[src/sv/drld_pkg.sv]
// shared constants, codes and types of the dictionary run-length decoder
package drld_pkg;

    // dictionary geometry
    localparam int TABLES     = 4;
    localparam int ENTRIES    = 256;
    localparam int COUNT_BITS = 16;
    localparam int TBL_W      = $clog2(TABLES);
    localparam int ENT_W      = $clog2(ENTRIES);
    localparam int RAM_AW     = TBL_W + ENT_W;
    localparam int RAM_DEPTH  = TABLES * ENTRIES;
    localparam int RAM_W      = COUNT_BITS + 8;
    localparam int CMP_W      = (COUNT_BITS > 16) ? COUNT_BITS : 16;

    // queue sizes
    localparam int MID_DEPTH = 4;
    localparam int MID_AW    = $clog2(MID_DEPTH);
    localparam int OUT_DEPTH = 2;
    localparam int OUT_AW    = $clog2(OUT_DEPTH);

    // item operation codes
    typedef logic [1:0] t_op;
    localparam t_op OP_DATA  = 2'd0;
    localparam t_op OP_FRAME = 2'd1;
    localparam t_op OP_DICT  = 2'd2;

    // register indexes and reset values
    typedef logic t_reg_idx;
    localparam t_reg_idx REG_FRAME_BYTES = 1'b0;
    localparam t_reg_idx REG_DICT_COUNT  = 1'b1;
    localparam logic [15:0] FRAME_BYTES_RST = 16'd8192;
    localparam logic [2:0]  DICT_COUNT_RST  = 3'd4;

    // length byte that continues a literal count
    localparam logic [7:0] LEN_ESCAPE = 8'd255;

    // decoder phase
    typedef enum logic [3:0] {
        PH_IDLE  = 4'b0001,
        PH_COUNT = 4'b0010,
        PH_LIT   = 4'b0100,
        PH_CODE  = 4'b1000
    } t_phase;

    // item handed from front to back, with its dictionary entry
    typedef struct packed {
        t_op                   op;
        logic [7:0]            data_byte;
        logic [2:0]            dict_number;
        logic [COUNT_BITS-1:0] tbl_count;
        logic [7:0]            tbl_value;
    } t_mid_item;

    // one result run
    typedef struct packed {
        logic [7:0]  run_value;
        logic [15:0] repeat_count;
        logic        frame_done;
        logic        overrun;
    } t_run;

endpackage

[src/sv/drld_back.sv]
// back end: frame decoding state machine and result queue
module drld_back (
    input  logic                i_clk,
    input  logic                i_rst_n,
    input  logic [15:0]         i_frame_bytes,
    input  logic [2:0]          i_dict_count,
    input  logic                i_mid_valid,
    input  drld_pkg::t_mid_item i_mid,
    output logic                o_mid_pop,
    output logic                o_empty,
    input  logic                i_pop,
    output drld_pkg::t_run      o_run
);
    import drld_pkg::*;

    t_phase            r_phase, n_phase;
    logic              r_raw, n_raw;
    logic [15:0]       r_len_sum, n_len_sum;
    logic [15:0]       r_lit_left, n_lit_left;
    logic [15:0]       r_emitted, n_emitted;

    t_run              r_out_q [OUT_DEPTH];
    logic [OUT_AW-1:0] r_out_wr, r_out_rd;
    logic [OUT_AW:0]   r_out_cnt;

    logic              go;
    logic              res_valid;
    t_run              res;
    logic              out_pop;
    logic [16:0]       left_diff;
    logic [15:0]       left;
    logic [16:0]       sum_raw;
    logic [15:0]       sum_sat;
    logic [15:0]       lit_dec;
    logic [CMP_W-1:0]  cnt_w;
    logic [CMP_W-1:0]  left_w;

    // take an item when a result slot is free
    assign go        = i_mid_valid && (r_out_cnt != (OUT_AW+1)'(OUT_DEPTH));
    assign o_mid_pop = go;
    assign out_pop   = i_pop && !o_empty;

    // bytes left in the frame, zero once reached or passed
    assign left_diff = {1'b0, i_frame_bytes} - {1'b0, r_emitted};
    assign left      = left_diff[16] ? 16'd0 : left_diff[15:0];

    // saturating literal count sum
    assign sum_raw = {1'b0, r_len_sum} + 17'(i_mid.data_byte);
    assign sum_sat = sum_raw[16] ? 16'hFFFF : sum_raw[15:0];
    assign lit_dec = r_lit_left - 16'd1;

    assign cnt_w  = CMP_W'(i_mid.tbl_count);
    assign left_w = CMP_W'(left);

    // decode step
    always_comb begin
        n_phase    = r_phase;
        n_raw      = r_raw;
        n_len_sum  = r_len_sum;
        n_lit_left = r_lit_left;
        n_emitted  = r_emitted;
        res_valid  = 1'b0;
        res        = '0;
        if (go) begin
            case (i_mid.op)
                OP_FRAME: begin
                    n_raw      = ({1'b0, i_mid.dict_number} >= {1'b0, i_dict_count})
                                 || ({1'b0, i_mid.dict_number} >= 4'(TABLES));
                    n_emitted  = '0;
                    n_len_sum  = '0;
                    n_lit_left = '0;
                    n_phase    = PH_COUNT;
                end
                OP_DATA: begin
                    if (r_phase == PH_IDLE) begin
                        // bytes outside a frame are dropped
                    end else if (r_raw) begin
                        if (left == 16'd0) begin
                            n_phase = PH_IDLE;
                        end else begin
                            n_emitted          = r_emitted + 16'd1;
                            res_valid          = 1'b1;
                            res.run_value      = i_mid.data_byte;
                            res.repeat_count   = 16'd1;
                            if (left == 16'd1) begin
                                n_phase        = PH_IDLE;
                                res.frame_done = 1'b1;
                            end
                        end
                    end else begin
                        unique case (r_phase)
                            PH_COUNT: begin
                                if (i_mid.data_byte == LEN_ESCAPE) begin
                                    n_len_sum = sum_sat;
                                end else begin
                                    n_lit_left = sum_sat;
                                    n_len_sum  = '0;
                                    if (sum_sat != 16'd0) begin
                                        n_phase = PH_LIT;
                                    end else if (left == 16'd0) begin
                                        n_phase = PH_IDLE;
                                    end else begin
                                        n_phase = PH_CODE;
                                    end
                                end
                            end
                            PH_LIT: begin
                                if (left == 16'd0) begin
                                    n_phase = PH_IDLE;
                                end else begin
                                    n_emitted        = r_emitted + 16'd1;
                                    n_lit_left       = lit_dec;
                                    res_valid        = 1'b1;
                                    res.run_value    = i_mid.data_byte;
                                    res.repeat_count = 16'd1;
                                    if (left == 16'd1) begin
                                        n_phase        = PH_IDLE;
                                        res.frame_done = 1'b1;
                                        res.overrun    = (lit_dec != 16'd0);
                                    end else if (lit_dec == 16'd0) begin
                                        n_phase = PH_CODE;
                                    end
                                end
                            end
                            PH_CODE: begin
                                if (left == 16'd0) begin
                                    n_phase = PH_IDLE;
                                end else if (cnt_w == '0) begin
                                    n_phase = PH_COUNT;
                                end else if (cnt_w >= left_w) begin
                                    // dictionary run clipped at frame end
                                    n_emitted        = i_frame_bytes;
                                    n_phase          = PH_IDLE;
                                    res_valid        = 1'b1;
                                    res.run_value    = i_mid.tbl_value;
                                    res.repeat_count = left;
                                    res.frame_done   = 1'b1;
                                    res.overrun      = (cnt_w > left_w);
                                end else begin
                                    n_emitted        = r_emitted + 16'(cnt_w);
                                    n_phase          = PH_COUNT;
                                    res_valid        = 1'b1;
                                    res.run_value    = i_mid.tbl_value;
                                    res.repeat_count = 16'(cnt_w);
                                end
                            end
                            PH_IDLE: begin
                                n_phase = PH_IDLE;
                            end
                            default: begin
                                n_phase = PH_IDLE;
                            end
                        endcase
                    end
                end
                default: begin
                    // dictionary writes were done in the front end
                end
            endcase
        end
    end

    // decoder state
    always_ff @(posedge i_clk) begin
        if (!i_rst_n) begin
            r_phase    <= PH_IDLE;
            r_raw      <= 1'b0;
            r_len_sum  <= '0;
            r_lit_left <= '0;
            r_emitted  <= '0;
        end else begin
            r_phase    <= n_phase;
            r_raw      <= n_raw;
            r_len_sum  <= n_len_sum;
            r_lit_left <= n_lit_left;
            r_emitted  <= n_emitted;
        end
    end

    // result queue control
    always_ff @(posedge i_clk) begin
        if (!i_rst_n) begin
            r_out_wr  <= '0;
            r_out_rd  <= '0;
            r_out_cnt <= '0;
        end else begin
            r_out_cnt <= r_out_cnt + (OUT_AW+1)'(res_valid) - (OUT_AW+1)'(out_pop);
            if (res_valid) begin
                r_out_wr <= r_out_wr + OUT_AW'(1);
            end
            if (out_pop) begin
                r_out_rd <= r_out_rd + OUT_AW'(1);
            end
        end
    end

    // result queue storage
    always_ff @(posedge i_clk) begin
        if (res_valid) begin
            r_out_q[r_out_wr] <= res;
        end
    end

    assign o_empty = (r_out_cnt == '0);
    assign o_run   = r_out_q[r_out_rd];
endmodule

[config.mk]
export PLATFORM = sky130hd
export DESIGN_NAME = drld_back
export DESIGN_NICKNAME = d
export VERILOG_FILES = /design/src/sv/drld_pkg.sv /design/src/sv/drld_back.sv
export SDC_FILE = /design/constraint.sdc
export NUM_CORES = 1
export LEC_CHECK = 0
export BUFFER_PORTS_ARGS = -buffer_cell sky130_fd_sc_hd__clkbuf_2
export CELL_PAD_IN_SITES_DETAIL_PLACEMENT = 0
export CELL_PAD_IN_SITES_GLOBAL_PLACEMENT = 2
export CORE_AREA = 4 4 110 216
export CTS_BUF_LIST = sky130_fd_sc_hd__clkbuf_4 sky130_fd_sc_hd__clkbuf_8
export DETAILED_ROUTE_END_ITERATION = 7
export DIE_AREA = 0 0 114 220
export GPL_TIMING_DRIVEN = 0
export PLACE_DENSITY = 0.84
export SYNTH_ARGS = -nofsm -noshare
export SYNTH_HDL_FRONTEND = slang
export SYNTH_SLANG_ARGS = --single-unit
[constraint.sdc]
create_clock -name i_clk -period 10.05 [get_ports i_clk]
set_clock_uncertainty 0.2 [all_clocks]
set_input_delay 2.01 -clock i_clk [delete_from_list [all_inputs] [get_ports i_clk]]
set_output_delay 2.01 -clock i_clk [all_outputs]
set_load 0.005 [all_outputs]
==> Yosys cells after proc, flatten, opt, wreduce, memory -nomap -nowiden <==
Memories as Yosys holds them, arrays and structs flattened. A register that Yosys moved wholly into a read port is not among the register bits.
Cells that the tools add are included.
{ "totals": {"ramBits": 52, "mem_bits_ro": 0, "n_memories": 1, "latch_bits": 0, "ff_bits": 57} }
{ "memory_table": {"columns": ["memory", "depth", "word_bits", "rd", "rd_clocked_by_memory_dff", "write_ports", "line_no", "source"], "rows": [
  ["r_out_q", 2, 26, 1, 1, 1, "drld_back.sv:22", "t_run r_out_q [OUT_DEPTH];"]
]} }
{ "op_classes": {"n_lt_le_gt_ge": 4, "eq_ne": 20, "n_mul": 0, "reduce_logical": 17, "div_mod_pow": 0, "n_shift": 0, "addsub": 9, "bitwise": 0, "mux": 62} }
{ "ops": {"columns": ["cell", "n"], "rows": [
  ["16-bit two-way mux", 17],
  ["16-bit one-hot mux with 2 select lines", 5],
  ["26-bit two-way mux", 6],
  ["26-bit one-hot mux with 2 select lines", 1],
  ["25-bit two-way mux", 2],
  ["16-bit logical NOT", 3],
  ["4-bit two-way mux", 10],
  ["16-bit nonzero test", 2],
  ["16-bit by 8-bit adder with 17-bit output", 1],
  ["16-bit by 16-bit subtractor with 17-bit output", 1],
  ["16-bit by 1-bit adder with 16-bit output, second input constant", 1],
  ["16-bit adder", 1],
  ["16-bit by 1-bit == test with 1-bit output, second input constant", 1],
  ["16-bit >= comparator", 1],
  ["16-bit > comparator", 1],
  ["4-bit inequality test, second input constant", 4],
  ["16-bit by 1-bit subtractor with 16-bit output, second input constant", 1],
  ["1-bit two-way mux", 13],
  ["4-bit one-hot mux with 3 select lines", 1],
  ["6-bit AND reduction", 2],
  ["2-bit two-way mux", 5],
  ["8-bit == test, second input constant", 1],
  ["4-bit one-hot mux with 2 select lines", 1],
  ["7-bit AND reduction", 1],
  ["other kinds (24)", 30]
]} }

==> Logic depth before layout (Yosys ltp) <==
{ "logic_depth": {"word_depth": 11, "mapped_depth": 24} }

==> Worst setup path before layout <==
No wires, ideal clock.
{ "synth_timing": {"kind": "input-to-reg", "startpoint": "input port i_frame_bytes[0]", "endpoint": "memory r_out_q[0][12] in the netlist's numbering (data pin)", "path_slack_ns": 3.188, "setup_time_ns": 0.259, "t_arrival_ns": 6.402, "n_path_buf": 3, "stages": 22, "path_cell_list": "inv_1 > ha_1 > fa_1 > nand2b_1 > a211oi_1 > o211ai_1 > and2_1 > o21ai_1 > clkbuf_1 > nand2b_1 > ha_1 > nor2b_1 > o21a_1 > o211ai_1 > nand3_1 > a221o_1 > nor3_1 > clkbuf_1 > buf_1 > nor2_1 > a21oi_1 > nor2_1"} }
{ "synth_rtl": {"columns": ["item", "line_no", "source"], "rows": [
  ["from (decl)", "drld_back.sv:5", "input logic [15:0] i_frame_bytes,"],
  ["to (decl)", "drld_back.sv:22", null]
]} }

==> impl_results.md <==
- Area post-placement: about 9500 um2
- Crit-path max FO: 10
- Library cells used by synthesis: 79
- Reg-to-reg endpoint: r_out_q[0][8]$_DFFE_PP_
- RSZ-0062 raised after global routing: no
- Ports: ~90
- Worst-path clk slew: around 0.12 ns
- Initial DRC count: 384
- Die Y: around 220 um
- Yosys top cell by area: edfxtp_1
- Routability congestion estimate: 0.951
- Number of antenna violations at the first check in global routing: 0
- Area share of the largest cell type after synthesis: roughly 18%
- Clk root buf: clkbuf_8
- Max VDD drop: roughly 0.000073 V
- Pint: 689 uW
- Mapped Cells: 1052
- Fin. Hold Viols: 0
- Clock Power Share: roughly a quarter
- Worst Reg-to-Reg Cells: 21
- Slew headroom: between 10% and 20%
- Placed Cells: about 1400
- Sequential element share of the synthesized area: a little under a third
- Synth Flop Type: dfxtp_1
- FMAX: between 100 and 150 MHz
- Drt first pass iters: 7
- ANT cells: 0
- Least-Margin Pin Slew: about 1.2 ns
- Fin nets: 1278
- Synth top area cells: edfxtp_1 18%, dfxtp_1 13%, ha_1 9.0%
- Final Instance Count excl. Fillers: approximately 1400
- Sw Share: 36.3%
- Area of the mapped netlist: about 8700 um2
- Worst-skew pair later-pin latency: approximately 0.42 ns
- Yosys warning total: 0
- Residual DRC: 0
- Post-Route WL: ~32000 um
- Final setup fails: 0
- DR vias: ~8400
- GRT Total Usage: about a quarter
- R2r startpoint: r_emitted[0]$_SDFFE_PN0P_
- Chip width: about 110 um
- Row cnt: 77
- Arr. time, crit path: 8.26 ns
- CP startpoint kind: input port
- Routed Antenna Nets: 0
- CTS tree: built
- WHS: between 0.2 and 0.3 ns
- Maximum capacitance violations: 0
- Final Util: 43.9%
- Post-CTS resize count: 0
- Flop and latch count out of synthesis: between 100 and 150
- Post-DP HPWL: 26100 um
- Post-CTS Setup Repair Bufs: 0
- Grt ovf: 0
- Core box area: 22200 um2
- Initial core utilization: roughly 39%
- Async S/R FF share, synth: 0%
- Net Count, Synth: about 1200
- Vias in the first global route: approximately 8500
- Hold Crit Class: flip-flop to flip-flop
- Tmin final: about 8.3 ns
- Routed len/inst: approximately 22 um
- Slew Viols, Final: 0
- Area grow syn2layout: 11.7%
- Hold path cells: 2
- First-pass GRT wire length: 47900 um
- Final Cell Area: 9730 um2
- Buffers added on ports: 87
- Crit Path Class: input port to flip-flop
- Commonest non-fill, non-tap cells in the layout: 112 x nor2_1, 101 x nand2_1, 87 x clkbuf_2
- Flop-to-flop setup slack: about 3.1 ns
- Critical path required time: ~10 ns
- Tcrit/Tclk final: approximately 82%
- Hold path endpoint: r_len_sum[4]$_SDFFE_PN0P_
- Routed vias/inst: roughly 5.9
- Largest net degree at the start of global routing: 23
- Seq pwr share: 44.5%
- CP Capture Type: flip-flop
- Worst hold start: r_len_sum[4]$_SDFFE_PN0P_
- Commonest non-fill, non-tap cell in the layout: nor2_1
- Hold_buf cts: 0
- LEAKAGE: between 3 and 4 nW
- Post-synth EDFFs: 52
- Die area: about 25000 um2
- Share of cells above drive strength 1: approximately 15%
- Avg Cell Area, Syn: between 8 and 9 um2
- Clock buffer depth: 2
- Comb pwr share: between 20% and 30%
- Net Switching: ~390 uW
- Setup TNS: 0 ns
- Status: finished, final reports clean
- Num CTS Buffers: 9
- # H-tree levels: 3
- Cell Pwr Density: around 110 nW/um2
- Clock sinks: 110
-- critical path, stage by stage --
cell,delay [ns]
clkbuf_2,0.11
inv_1,0.04
ha_1,0.24
fa_1,0.41
nand2b_1,0.21
a211oi_1,0.39
o211ai_1,0.24
and2_1,0.22
o21ai_1,0.49
clkbuf_1,0.36
nand2b_1,0.14
ha_1,0.32
nor2b_1,0.14
o21a_1,0.16
o211ai_1,0.17
nand3_1,0.10
a221o_1,0.37
nor3_1,0.75
clkbuf_1,0.59
buf_1,0.41
nor2_1,0.08
a21oi_1,0.21
nor2_1,0.08
-- power by group through the flow --
stage          Clock [mW]  Combinational (mW)  Sequential, mW
2_1_floorplan           0               0.204           0.490
3_3_place_gp            0               0.311           0.492
3_5_place_dp            0               0.312           0.492
4_1_cts             0.296               0.313           0.482
5_1_grt             0.308               0.346           0.483
6_report            0.289               0.311           0.482
-- per-stage QoR --
stage               power, mW  setup slack (ns)
finish                   1.08              1.78
floorplan               0.694              3.19
global route             1.14              1.40
global placement        0.803              1.35
CTS                      1.09              1.77
detailed placement      0.804              1.31
-- state kept, by name, summed over array words and instances, names as in the netlist, named ones only --
signal and flops:
r_emitted 16, r_len_sum 16, r_lit_left 16, r_out_cnt 2, r_out_q 52, r_out_rd 1
r_out_wr 1, r_phase 4, r_raw 1
-- synth_stat cells, drive strengths merged (13+ instances only) --
cell type / n
or3: 14
ha: 63
dfxtp: 58
a31oi: 17
nand2: 102
nor2: 115
inv: 44
edfxtp: 52
xor2: 20
mux2: 27
a21oi: 81
a211oi: 16
nor2b: 17
buf: 20
xnor2: 22
nor4: 17
and2: 18
nor3: 26
a21o: 15
nand3: 26
a22oi: 13
clkbuf: 28
o21ai: 66
nand4: 16
-- cells by family after synthesis --
logic type | share of synthesized area [%]
adders and majority gates | 9.74
and+or+nand+nor | 22.4
muxes | 3.95
DFF | 31.3
xor gates and xnor gates | 4.22
buffers and inverters | 4.50
AOI/OAI and AO/OA | 23.9
-- worst max path at each step --
stage,start,end,cells past startpoint
4_1_cts,i_frame_bytes[0],r_out_q[0][8]$_DFFE_PP_,23
2_1_floorplan,i_frame_bytes[0],r_out_q[0][12]$_DFFE_PP_,22
3_3_place_gp,i_frame_bytes[0],r_out_q[0][8]$_DFFE_PP_,23
5_1_grt,i_frame_bytes[0],r_out_q[1][13]$_DFFE_PP_,22
3_5_place_dp,i_frame_bytes[0],r_out_q[0][8]$_DFFE_PP_,23
6_report,i_frame_bytes[0],r_out_q[0][8]$_DFFE_PP_,23
-- layer usage --
metal | GRT usage [%] | wire (um)
met2 | 49.2 | 17700
met1 | 23.3 | 10600
met4 | 18.5 | 2550
met5 | 0 | 0
met3 | 3.19 | 839
-- cell type report --
class | count | area [um2]
tap | 276 | 345
fill | 2398 | 12400
inverter | 44 | 165
buffer | 48 | 226
clock buffer | 9 | 124
sequential | 110 | 2720
clock inverter | 7 | 78.8
multi-input combinational | 850 | 5600
timing repair buffer | 89 | 465
Note: power is estimated with default switching activity, not from simulation.
